[config.mk]
export PLATFORM = sky130hd
export DESIGN_NAME = best_fit_block_allocator
export DESIGN_NICKNAME = d
export VERILOG_FILES = /design/src/rtl/core/bfa_pkg.sv /design/src/rtl/core/bfa_ram.sv /design/src/rtl/core/bfa_unit.sv /design/src/rtl/core/best_fit_block_allocator.sv
export SDC_FILE = /design/constraint.sdc
export NUM_CORES = 2
export LEC_CHECK = 0
export BUFFER_PORTS_ARGS = -buffer_cell sky130_fd_sc_hd__buf_2
export CAP_MARGIN = 20
export CORE_UTILIZATION = 53
export DETAILED_ROUTE_END_ITERATION = 8
export PLACE_DENSITY = 0.69
export SLEW_MARGIN = 5
export SYNTH_ARGS = -nofsm -noshare
export SYNTH_HDL_FRONTEND = slang
export SYNTH_SLANG_ARGS = --single-unit
[constraint.sdc]
create_clock -name clk -period 10 [get_ports clk]
set_clock_uncertainty 0.2 [all_clocks]
set_input_delay 1 -clock clk [delete_from_list [all_inputs] [get_ports clk]]
set_output_delay 1 -clock clk [all_outputs]
set_load 0.01 [all_outputs]
[src/rtl/core/bfa_pkg.sv]
// Shared types and field widths for the best-fit partition allocator.
package bfa_pkg;

	localparam int TYPE_W   = 2;
	localparam int PIDX_W   = 4;
	localparam int AMT_W    = 16;
	localparam int OWNER_W  = 6;
	localparam int STAT_W   = 2;
	localparam int CHOSEN_W = 4;
	localparam int LEFT_W   = 16;
	localparam int FRAG_W   = 20;
	localparam int EXT_W    = 22;

	typedef enum logic [TYPE_W-1:0] {
		REQ_LOAD   = 2'd0,
		REQ_ALLOC  = 2'd1,
		REQ_REPORT = 2'd2
	} req_t;

	typedef enum logic [STAT_W-1:0] {
		ST_LOADED = 2'd0,
		ST_PLACED = 2'd1,
		ST_REJECT = 2'd2,
		ST_REPORT = 2'd3
	} status_t;

endpackage

[src/rtl/core/bfa_ram.sv]
// Generic single-write, single-read RAM with registered read data.
module bfa_ram #(
	parameter int WIDTH = 8,
	parameter int DEPTH = 16
) (
	input  logic                                   clk,
	input  logic                                   we,
	input  logic [((DEPTH > 1) ? $clog2(DEPTH) : 1)-1:0] waddr,
	input  logic [WIDTH-1:0]                       wdata,
	input  logic [((DEPTH > 1) ? $clog2(DEPTH) : 1)-1:0] raddr,
	output logic [WIDTH-1:0]                       rdata
);

	logic [WIDTH-1:0] mem_q [DEPTH];
	logic [WIDTH-1:0] rdata_q;

	always_ff @(posedge clk) begin
		if (we) begin
			mem_q[waddr] <= wdata;
		end
		rdata_q <= mem_q[raddr];
	end

	assign rdata = rdata_q;

endmodule

[src/rtl/core/bfa_unit.sv]
// Shared add/subtract and magnitude compare unit used by every scan step.
module bfa_unit #(
	parameter int W = 22
) (
	input  logic         sub,
	input  logic [W-1:0] a,
	input  logic [W-1:0] b,
	input  logic [W-1:0] c,
	input  logic [W-1:0] d,
	output logic [W:0]   res,
	output logic         lt
);

	// top bit of res is the carry on add, the borrow on subtract
	assign res = sub ? ({1'b0, a} - {1'b0, b}) : ({1'b0, a} + {1'b0, b});
	assign lt  = (c < d);

endmodule

[src/rtl/core/best_fit_block_allocator.sv]
// Best-fit fixed-partition allocator: partition table, rejected-size list and scan sequencer.
//
// One word in, one word out, handled one at a time. A load word goes from idle to the
// finish state and then to the result register. An allocate word scans the partition
// table once, one entry a cycle through the table RAM's single read port, then claims the
// chosen entry or keeps the rejected size while there is room. A report word scans the
// table and then the list of rejected sizes, one entry a cycle each through the shared
// adder; the list scan is skipped when no sizes are kept. Requests of type 3 are dropped
// without a result. The table comes out of reset empty through per-entry valid flags, so
// there is no clearing pass; the rejected list needs none as only written entries are read.
// The result register lets a new word in while the previous result waits to be taken;
// the sequencer stalls only when a result is ready and the register is still full.
module best_fit_block_allocator
	import bfa_pkg::*;
#(
	parameter int PARTITIONS = 16,
	parameter int PROCESSES  = 64,
	parameter int SIZE_BITS  = 16
) (
	input  logic                clk,
	input  logic                arst_n,
	input  logic                in_valid,
	output logic                in_ready,
	input  logic [TYPE_W-1:0]   req_type,
	input  logic [PIDX_W-1:0]   part_index,
	input  logic [AMT_W-1:0]    amount,
	input  logic [OWNER_W-1:0]  proc_id,
	output logic                out_valid,
	input  logic                out_ready,
	output logic [STAT_W-1:0]   status,
	output logic [CHOSEN_W-1:0] chosen_part,
	output logic [LEFT_W-1:0]   leftover,
	output logic [FRAG_W-1:0]   internal_frag,
	output logic [FRAG_W-1:0]   free_total,
	output logic [EXT_W-1:0]    external_frag
);

	localparam int PIW     = (PARTITIONS > 1) ? $clog2(PARTITIONS) : 1;
	localparam int RW      = (PROCESSES > 1) ? $clog2(PROCESSES) : 1;
	localparam int CW      = $clog2(PROCESSES + 1);
	localparam int IW      = (PIW > RW) ? PIW : RW;
	localparam int SW      = SIZE_BITS;
	localparam int SUM_W   = SW + PIW;
	localparam int UW      = (SUM_W > EXT_W) ? SUM_W : EXT_W;
	localparam int ENT_W   = 1 + OWNER_W + 2 * SW;
	localparam int REM_LO  = SW;
	localparam int OWN_LO  = 2 * SW;
	localparam int OWNED_B = ENT_W - 1;

	typedef enum logic [5:0] {
		S_IDLE   = 6'b000001,
		S_ASCAN  = 6'b000010,
		S_AWRITE = 6'b000100,
		S_PSCAN  = 6'b001000,
		S_RSCAN  = 6'b010000,
		S_FINISH = 6'b100000
	} state_t;

	state_t                  state_q;
	logic [IW-1:0]           issue_q;
	logic                    issue_done_q;
	logic                    vld_s1;
	logic [IW-1:0]           idx_s1;
	logic [PARTITIONS-1:0]   part_vld_q;
	logic [CW-1:0]           rej_cnt_q;
	logic [SW-1:0]           amt_q;
	logic [OWNER_W-1:0]      pid_q;
	logic                    found_q;
	logic [PIW-1:0]          best_idx_q;
	logic [SW-1:0]           best_rem_q;
	logic [SW-1:0]           best_size_q;
	status_t                 stat_q;
	logic [UW-1:0]           intf_q;
	logic [UW-1:0]           freet_q;
	logic [UW-1:0]           extf_q;
	logic                    out_valid_q;
	logic [STAT_W-1:0]       status_q;
	logic [CHOSEN_W-1:0]     chosen_q;
	logic [LEFT_W-1:0]       leftover_q;
	logic [FRAG_W-1:0]       intf_out_q;
	logic [FRAG_W-1:0]       freet_out_q;
	logic [EXT_W-1:0]        extf_out_q;

	logic                    in_acc;
	logic                    p_we;
	logic [PIW-1:0]          p_waddr;
	logic [ENT_W-1:0]        p_wdata;
	logic [ENT_W-1:0]        p_rdata;
	logic                    r_we;
	logic [SW-1:0]           r_rdata;
	logic                    e_ok;
	logic                    e_owned;
	logic [SW-1:0]           e_size;
	logic [SW-1:0]           e_rem;
	logic [IW-1:0]           scan_last;
	logic                    scanning;
	logic                    data_last;
	logic                    fits;
	logic                    better;
	logic                    load_ok;
	logic                    res_go;

	logic                    u_sub;
	logic [UW-1:0]           u_a;
	logic [UW-1:0]           u_b;
	logic [UW-1:0]           u_c;
	logic [UW-1:0]           u_d;
	logic [UW:0]             u_res;
	logic                    u_lt;

	assign in_ready = (state_q == S_IDLE);
	assign in_acc   = in_valid && in_ready;
	assign load_ok  = (int'(part_index) < PARTITIONS);
	assign res_go   = (state_q == S_FINISH) && (!out_valid_q || out_ready);

	// table entry as read back; an entry never loaded reads as all zero
	assign e_ok    = part_vld_q[idx_s1[PIW-1:0]];
	assign e_owned = e_ok && p_rdata[OWNED_B];
	assign e_size  = e_ok ? p_rdata[SW-1:0] : '0;
	assign e_rem   = e_ok ? p_rdata[REM_LO +: SW] : '0;

	assign scan_last = (state_q == S_RSCAN) ? IW'(rej_cnt_q - CW'(1)) : IW'(PARTITIONS - 1);
	assign scanning  = (state_q == S_ASCAN || state_q == S_PSCAN || state_q == S_RSCAN);
	assign data_last = vld_s1 && (idx_s1 == scan_last);

	// borrow clear means the process fits; equal remaining spaces keep the earlier index
	assign fits   = !e_owned && !u_res[UW];
	assign better = !found_q || u_lt;

	// partition table write: load from the input, or claim of the chosen entry
	always_comb begin
		p_we    = 1'b0;
		p_waddr = best_idx_q;
		p_wdata = {1'b1, pid_q, u_res[SW-1:0], best_size_q};
		if (state_q == S_IDLE) begin
			p_we    = in_acc && (req_type == REQ_LOAD) && load_ok;
			p_waddr = PIW'(part_index);
			p_wdata = {1'b0, {OWNER_W{1'b0}}, SW'(amount), SW'(amount)};
		end else if (state_q == S_AWRITE) begin
			p_we = found_q;
		end
	end

	assign r_we = (state_q == S_AWRITE) && !found_q && (rej_cnt_q < CW'(PROCESSES));

	// operand selection for the shared unit
	always_comb begin
		u_sub = 1'b0;
		u_a   = '0;
		u_b   = '0;
		u_c   = '0;
		u_d   = '0;
		case (state_q)
			S_ASCAN: begin
				u_sub = 1'b1;
				u_a   = UW'(e_rem);
				u_b   = UW'(amt_q);
				u_c   = UW'(e_rem);
				u_d   = UW'(best_rem_q);
			end
			S_AWRITE: begin
				u_sub = 1'b1;
				u_a   = UW'(best_rem_q);
				u_b   = UW'(amt_q);
			end
			S_PSCAN: begin
				u_a = e_owned ? intf_q : freet_q;
				u_b = e_owned ? UW'(e_rem) : UW'(e_size);
			end
			S_RSCAN: begin
				u_a = extf_q;
				u_b = UW'(r_rdata);
				u_c = freet_q;
				u_d = UW'(r_rdata);
			end
			default: begin
				u_sub = 1'b0;
			end
		endcase
	end

	bfa_ram #(
		.WIDTH (ENT_W),
		.DEPTH (PARTITIONS)
	) u_part_ram (
		.clk   (clk),
		.we    (p_we),
		.waddr (p_waddr),
		.wdata (p_wdata),
		.raddr (issue_q[PIW-1:0]),
		.rdata (p_rdata)
	);

	bfa_ram #(
		.WIDTH (SW),
		.DEPTH (PROCESSES)
	) u_rej_ram (
		.clk   (clk),
		.we    (r_we),
		.waddr (rej_cnt_q[RW-1:0]),
		.wdata (amt_q),
		.raddr (issue_q[RW-1:0]),
		.rdata (r_rdata)
	);

	bfa_unit #(
		.W (UW)
	) u_unit (
		.sub (u_sub),
		.a   (u_a),
		.b   (u_b),
		.c   (u_c),
		.d   (u_d),
		.res (u_res),
		.lt  (u_lt)
	);

	// sequencer and scan address counter
	always_ff @(posedge clk or negedge arst_n) begin
		if (!arst_n) begin
			state_q      <= S_IDLE;
			issue_q      <= '0;
			issue_done_q <= 1'b0;
			vld_s1       <= 1'b0;
			part_vld_q   <= '0;
			rej_cnt_q    <= '0;
			out_valid_q  <= 1'b0;
		end else begin
			// read one entry a cycle until the last address has gone out
			vld_s1 <= scanning && !issue_done_q;
			if (scanning && !issue_done_q) begin
				if (issue_q == scan_last) begin
					issue_done_q <= 1'b1;
				end else begin
					issue_q <= issue_q + IW'(1);
				end
			end

			// result register: filled when the sequencer finishes, emptied when taken
			if (res_go) begin
				out_valid_q <= 1'b1;
			end else if (out_ready) begin
				out_valid_q <= 1'b0;
			end

			case (state_q)
				S_IDLE: begin
					issue_q      <= '0;
					issue_done_q <= 1'b0;
					if (in_acc) begin
						case (req_type)
							REQ_LOAD: begin
								if (load_ok) begin
									part_vld_q[PIW'(part_index)] <= 1'b1;
								end
								state_q <= S_FINISH;
							end
							REQ_ALLOC:  state_q <= S_ASCAN;
							REQ_REPORT: state_q <= S_PSCAN;
							default:    state_q <= S_IDLE;
						endcase
					end
				end
				S_ASCAN: begin
					if (data_last) begin
						state_q <= S_AWRITE;
					end
				end
				S_AWRITE: begin
					if (found_q) begin
						part_vld_q[best_idx_q] <= 1'b1;
					end
					if (r_we) begin
						rej_cnt_q <= rej_cnt_q + CW'(1);
					end
					state_q <= S_FINISH;
				end
				S_PSCAN: begin
					if (data_last) begin
						issue_q      <= '0;
						issue_done_q <= 1'b0;
						state_q      <= (rej_cnt_q == '0) ? S_FINISH : S_RSCAN;
					end
				end
				S_RSCAN: begin
					if (data_last) begin
						state_q <= S_FINISH;
					end
				end
				S_FINISH: begin
					if (res_go) begin
						state_q <= S_IDLE;
					end
				end
				default: begin
					state_q <= S_IDLE;
				end
			endcase
		end
	end

	// datapath registers
	always_ff @(posedge clk) begin
		idx_s1 <= issue_q;
		case (state_q)
			S_IDLE: begin
				amt_q   <= SW'(amount);
				pid_q   <= proc_id;
				found_q <= 1'b0;
				intf_q  <= '0;
				freet_q <= '0;
				extf_q  <= '0;
				stat_q  <= (req_type == REQ_REPORT) ? ST_REPORT : ST_LOADED;
			end
			S_ASCAN: begin
				if (vld_s1 && fits && better) begin
					found_q     <= 1'b1;
					best_idx_q  <= idx_s1[PIW-1:0];
					best_rem_q  <= e_rem;
					best_size_q <= e_size;
				end
			end
			S_AWRITE: begin
				best_rem_q <= u_res[SW-1:0];
				stat_q     <= found_q ? ST_PLACED : ST_REJECT;
			end
			S_PSCAN: begin
				if (vld_s1) begin
					if (e_owned) begin
						intf_q <= u_res[UW-1:0];
					end else begin
						freet_q <= u_res[UW-1:0];
					end
				end
			end
			S_RSCAN: begin
				// sizes above the free total do not count
				if (vld_s1 && !u_lt) begin
					extf_q <= u_res[UW-1:0];
				end
			end
			default: begin
				found_q <= found_q;
			end
		endcase

		if (res_go) begin
			status_q    <= stat_q;
			chosen_q    <= (stat_q == ST_PLACED) ? CHOSEN_W'(best_idx_q) : '0;
			leftover_q  <= (stat_q == ST_PLACED) ? LEFT_W'(best_rem_q) : '0;
			intf_out_q  <= (stat_q == ST_REPORT) ? FRAG_W'(intf_q) : '0;
			freet_out_q <= (stat_q == ST_REPORT) ? FRAG_W'(freet_q) : '0;
			extf_out_q  <= (stat_q == ST_REPORT) ? EXT_W'(extf_q) : '0;
		end
	end

	assign out_valid     = out_valid_q;
	assign status        = status_q;
	assign chosen_part   = chosen_q;
	assign leftover      = leftover_q;
	assign internal_frag = intf_out_q;
	assign free_total    = freet_out_q;
	assign external_frag = extf_out_q;

`ifndef NO_ASSERTIONS
	// read data only returns while a scan runs
	a_scan_data: assert property (@(posedge clk) disable iff (!arst_n)
		vld_s1 |-> (state_q == S_ASCAN || state_q == S_PSCAN || state_q == S_RSCAN))
		else $error("scan data outside a scan");

	// a rejected size is kept while there is room
	a_rej_count: assert property (@(posedge clk) disable iff (!arst_n)
		(state_q == S_AWRITE && !found_q && rej_cnt_q < CW'(PROCESSES))
		|=> (rej_cnt_q == $past(rej_cnt_q) + CW'(1)))
		else $error("rejected size not kept");

	// a waiting result is never overwritten
	a_no_overrun: assert property (@(posedge clk) disable iff (!arst_n)
		(state_q == S_FINISH && out_valid_q && !out_ready)
		|=> (state_q == S_FINISH && out_valid_q))
		else $error("result register overrun");

	// an allocate word holds off the next word
	a_busy: assert property (@(posedge clk) disable iff (!arst_n)
		(in_valid && in_ready && req_type == REQ_ALLOC) |=> !in_ready)
		else $error("accepted a word while scanning");
`endif

endmodule
==> run summary <==
Most Used Layer, Global Route - met2
Sequential Power Share - 47.5%
Initial antenna violation count - 23
Xor/xnor share of the synthesized area - 0.601%
Total core area - 137,000 sq um
Mapped Area - 73,500 sq um
Number of setup violations in the final report - 0
Maximum fanout along the worst path - 22
First-pass GRT wire length - 254,000 um
Share of the synthesized area in the top cell type - 71.8%
Crit. End Element - flip-flop
F_max - 133 MHz
CTS Hold Buffers Added - 0
Worst rel slew slack - 27.2%
Top post-synthesis cells by count - edfxtp_1 (1,757), mux4_2 (501), nor2_1 (185), nand2_1 (169), clkbuf_1 (133)
Routability cong. - 0.916
Post-route ant nets - 0
Multi-input logic area - 18,000 sq um
CTS tree - done
WP data arrival - 7730 ps
Largest net degree at the start of global routing - 110
Pre-antenna DRT Iters - 7
# rows - 136
Post-synth EDFFs - 1,757
Most frequently used flop master after synthesis - edfxtp_1
Clock Tree Buf Depth - 3
Layout area overhead - 12.5%
GR Layer Usage met3 - 7.30%
Register area - 54,800 sq um
Compound-Gate Fraction of Synth Area - 2.80%
Setup Crit Path Kind - flip-flop to flip-flop
DP HPWL - 106,000 um
Max Slew Vio Count - 0
Yosys top cell by area - edfxtp_1
Met1 usage - 36.0%
Wire length per cell - 30.3 um
Syn nets - 3,687
# Post-CTS Setup Buffers - 0
Seq/Total Area, Yosys - 74.6%
Vias in the first global route - 36,994
Sw frac - 30.1%
Main combinational cell family by area after synthesis - multiplexers
Post-synthesis simple-gate area fraction - 4.23%
Die outline area - 140,000 sq um
#FFs+latches synth - 1,850
Clock sink count - 1,850
Final Cycle Share - 75.0%
Comb power frac - 23.2%
Int Pwr - 15.7 mW
H-Tree Depth - 4
Gate Count Post-Synth - 3,613
Max_cap viols - 0
RSZ-0062 raised after global routing - no
Post-synthesis cell type count - 92
Clk slew on worst S/H paths - 60 ps
Nature of the critical path startpoint - flip-flop
Root Driver - clkbuf_16
Clock insertion delay at the later pin of the skew report - 810 ps
Pwr/cell area - 271 nW/um^2
Mux cell area share after synthesis - 15.8%
Via count - 37,197
# port buffers - 111
Final min period - 7500 ps
Setup TNS - 0 ps
Worst slew pin tran - 1090 ps
Mean area per synthesized cell - 20.3 sq um
Layout cells sized above 1 - 27.3%
Worst Hold Class - input port to asynchronous set/reset pin
TritonCTS buffer count - 178
Async set or reset register ratio after synthesis - 2.05%
Vias per inst - 6.40
Most common cell in the synthesized netlist - edfxtp_1
I/O pin total - 118
Warnings from Yosys - 0
Global route overflow - 0
# fillers - 9,620
Status - finished clean
Clock Power Share - 29.3%
Pleak - 26.3 nW
Initial core utilization - 53.4%
1st-iter DRT viols - 4,647
Leading post-synthesis cells by cell area - edfxtp_1 (72%), mux4_2 (15%), dfxtp_1 (1.5%)
Global router's overall resource usage - 25.3%
Hold Fails Final Rpt - 0
Peak supply drop - 166 uV
Met2 Usage GRT - 38.0%
Final WL - 176,000 um
DR DRC count - 0
Sw Pwr - 6.75 mW
Adder-Cell Fraction of Synth Area - 0.726%
Critical Path RT - 10,230 ps
CTS resizes - 0
Post-Route Utilization - 60.1%
Final #Nets - 3,936
Overall die width - 374 um
Die Ht - 374 um
-- cell usage in the layout (no fill, tap or decap), drive strengths merged, types with 41 or more instances in the layout --
cell type,count
clkbuf,254
and3,71
edfxtp,1757
nor2,186
clkinv,49
buf,266
nand2,169
and2,45
mux4,501
a21oi,46
ha,41
o21ai,58
dfxtp,55
-- layout make-up --
cell class              count  area share (%)
repair buffers            266            2.17
clock inverters            73           0.900
clock buffers             254            6.00
diodes                      6          0.0182
inverters                  23           0.104
well taps                1794            2.71
multi-input cells        1543            21.8
flip-flops and latches   1850            66.3
-- registers in the layout (all words and copies together), names as in the netlist, 7 cells and up --
signal,flops
u_part_ram.mem_q,528
extf_q,22
u_rej_ram.rdata,16
leftover,16
rej_cnt_q,7
intf_q,22
amt_q,16
u_part_ram.rdata,33
best_size_q,16
u_rej_ram.mem_q,1024
external_frag,22
free_total,20
internal_frag,20
best_rem_q,16
part_vld_q,16
freet_q,22
-- metrics by stage --
| step | total power, mW | setup WS (ps) | instances | instance area (sq um) | hold slack [ps] |
|---|---|---|---|---|---|
| after floorplan | 13.9 | 2790 | 3613 | 73500 | 145 |
| after global placement | 15.8 | 2690 | 5469 | 76800 | 242 |
| after detailed placement | 16.0 | 2630 | 5475 | 76900 | 253 |
| after CTS | 22.5 | 2610 | 5802 | 82600 | 114 |
| after global routing | 23.2 | 2080 | 5804 | 82700 | 177 |
| final | 22.4 | 2500 | 5809 | 82700 | 137 |
-- final timing paths --
| kind | cells after the start | startpoint | to | slack, ps |
|---|---|---|---|---|
| min reg2reg | 1 | part_vld_q[2] | part_vld_q[2] | 270 |
| max in group asynchronous | 1 | arst_n | issue_q[1] | 8780 |
| max | 22 | idx_s1[2] | best_rem_q[15] | 2500 |
| max reg2reg | 22 | idx_s1[2] | best_rem_q[15] | 2500 |
| min | 1 | arst_n | out_valid | 140 |
| min in group clk | 1 | amount[8] | amt_q[8] | 190 |
-- power by group through the flow --
stage | Combinational [mW] | Clock, mW | Sequential, mW
4_1_cts | 5.18 | 6.67 | 10.6
2_1_floorplan | 2.87 | 0 | 11.0
6_report | 5.21 | 6.57 | 10.7
3_5_place_dp | 5.16 | 0 | 10.8
3_3_place_gp | 5.00 | 0 | 10.8
5_1_grt | 5.56 | 6.94 | 10.7
-- worst max-delay path: stages (launching register included) --
cell       delay [ps]
dfxtp_1           720
mux2i_1           300
a22oi_1           170
nand4_1           220
nand2_1           280
a222oi_1          460
ha_1              260
o31ai_1           130
nor4b_4           340
o31ai_1           170
nor4_1            490
xnor2_1           200
mux2i_1           110
ha_1              310
a21o_1            180
a211o_1           320
nor3_1            130
o21ai_0           210
a41oi_1           290
xnor2_1           140
a2111oi_4         280
buf_4             490
or2_1             690
-- logic make-up after synthesis --
logic type | Yosys count
flip-flops | 1850
AND/OR/NAND/NOR | 631
multiplexers | 536
AO/OA/AOI/OAI | 286
buffers and inverters | 220
XOR/XNOR | 48
adder cells (fa/ha/maj) | 42
-- layer usage --
layer	routed length, um	vias up
met3	18900	277
met4	5210	20
met5	116	-
met2	80900	1841
li1	-	15488
met1	70900	19571
Power figures use the tool's default switching activity.
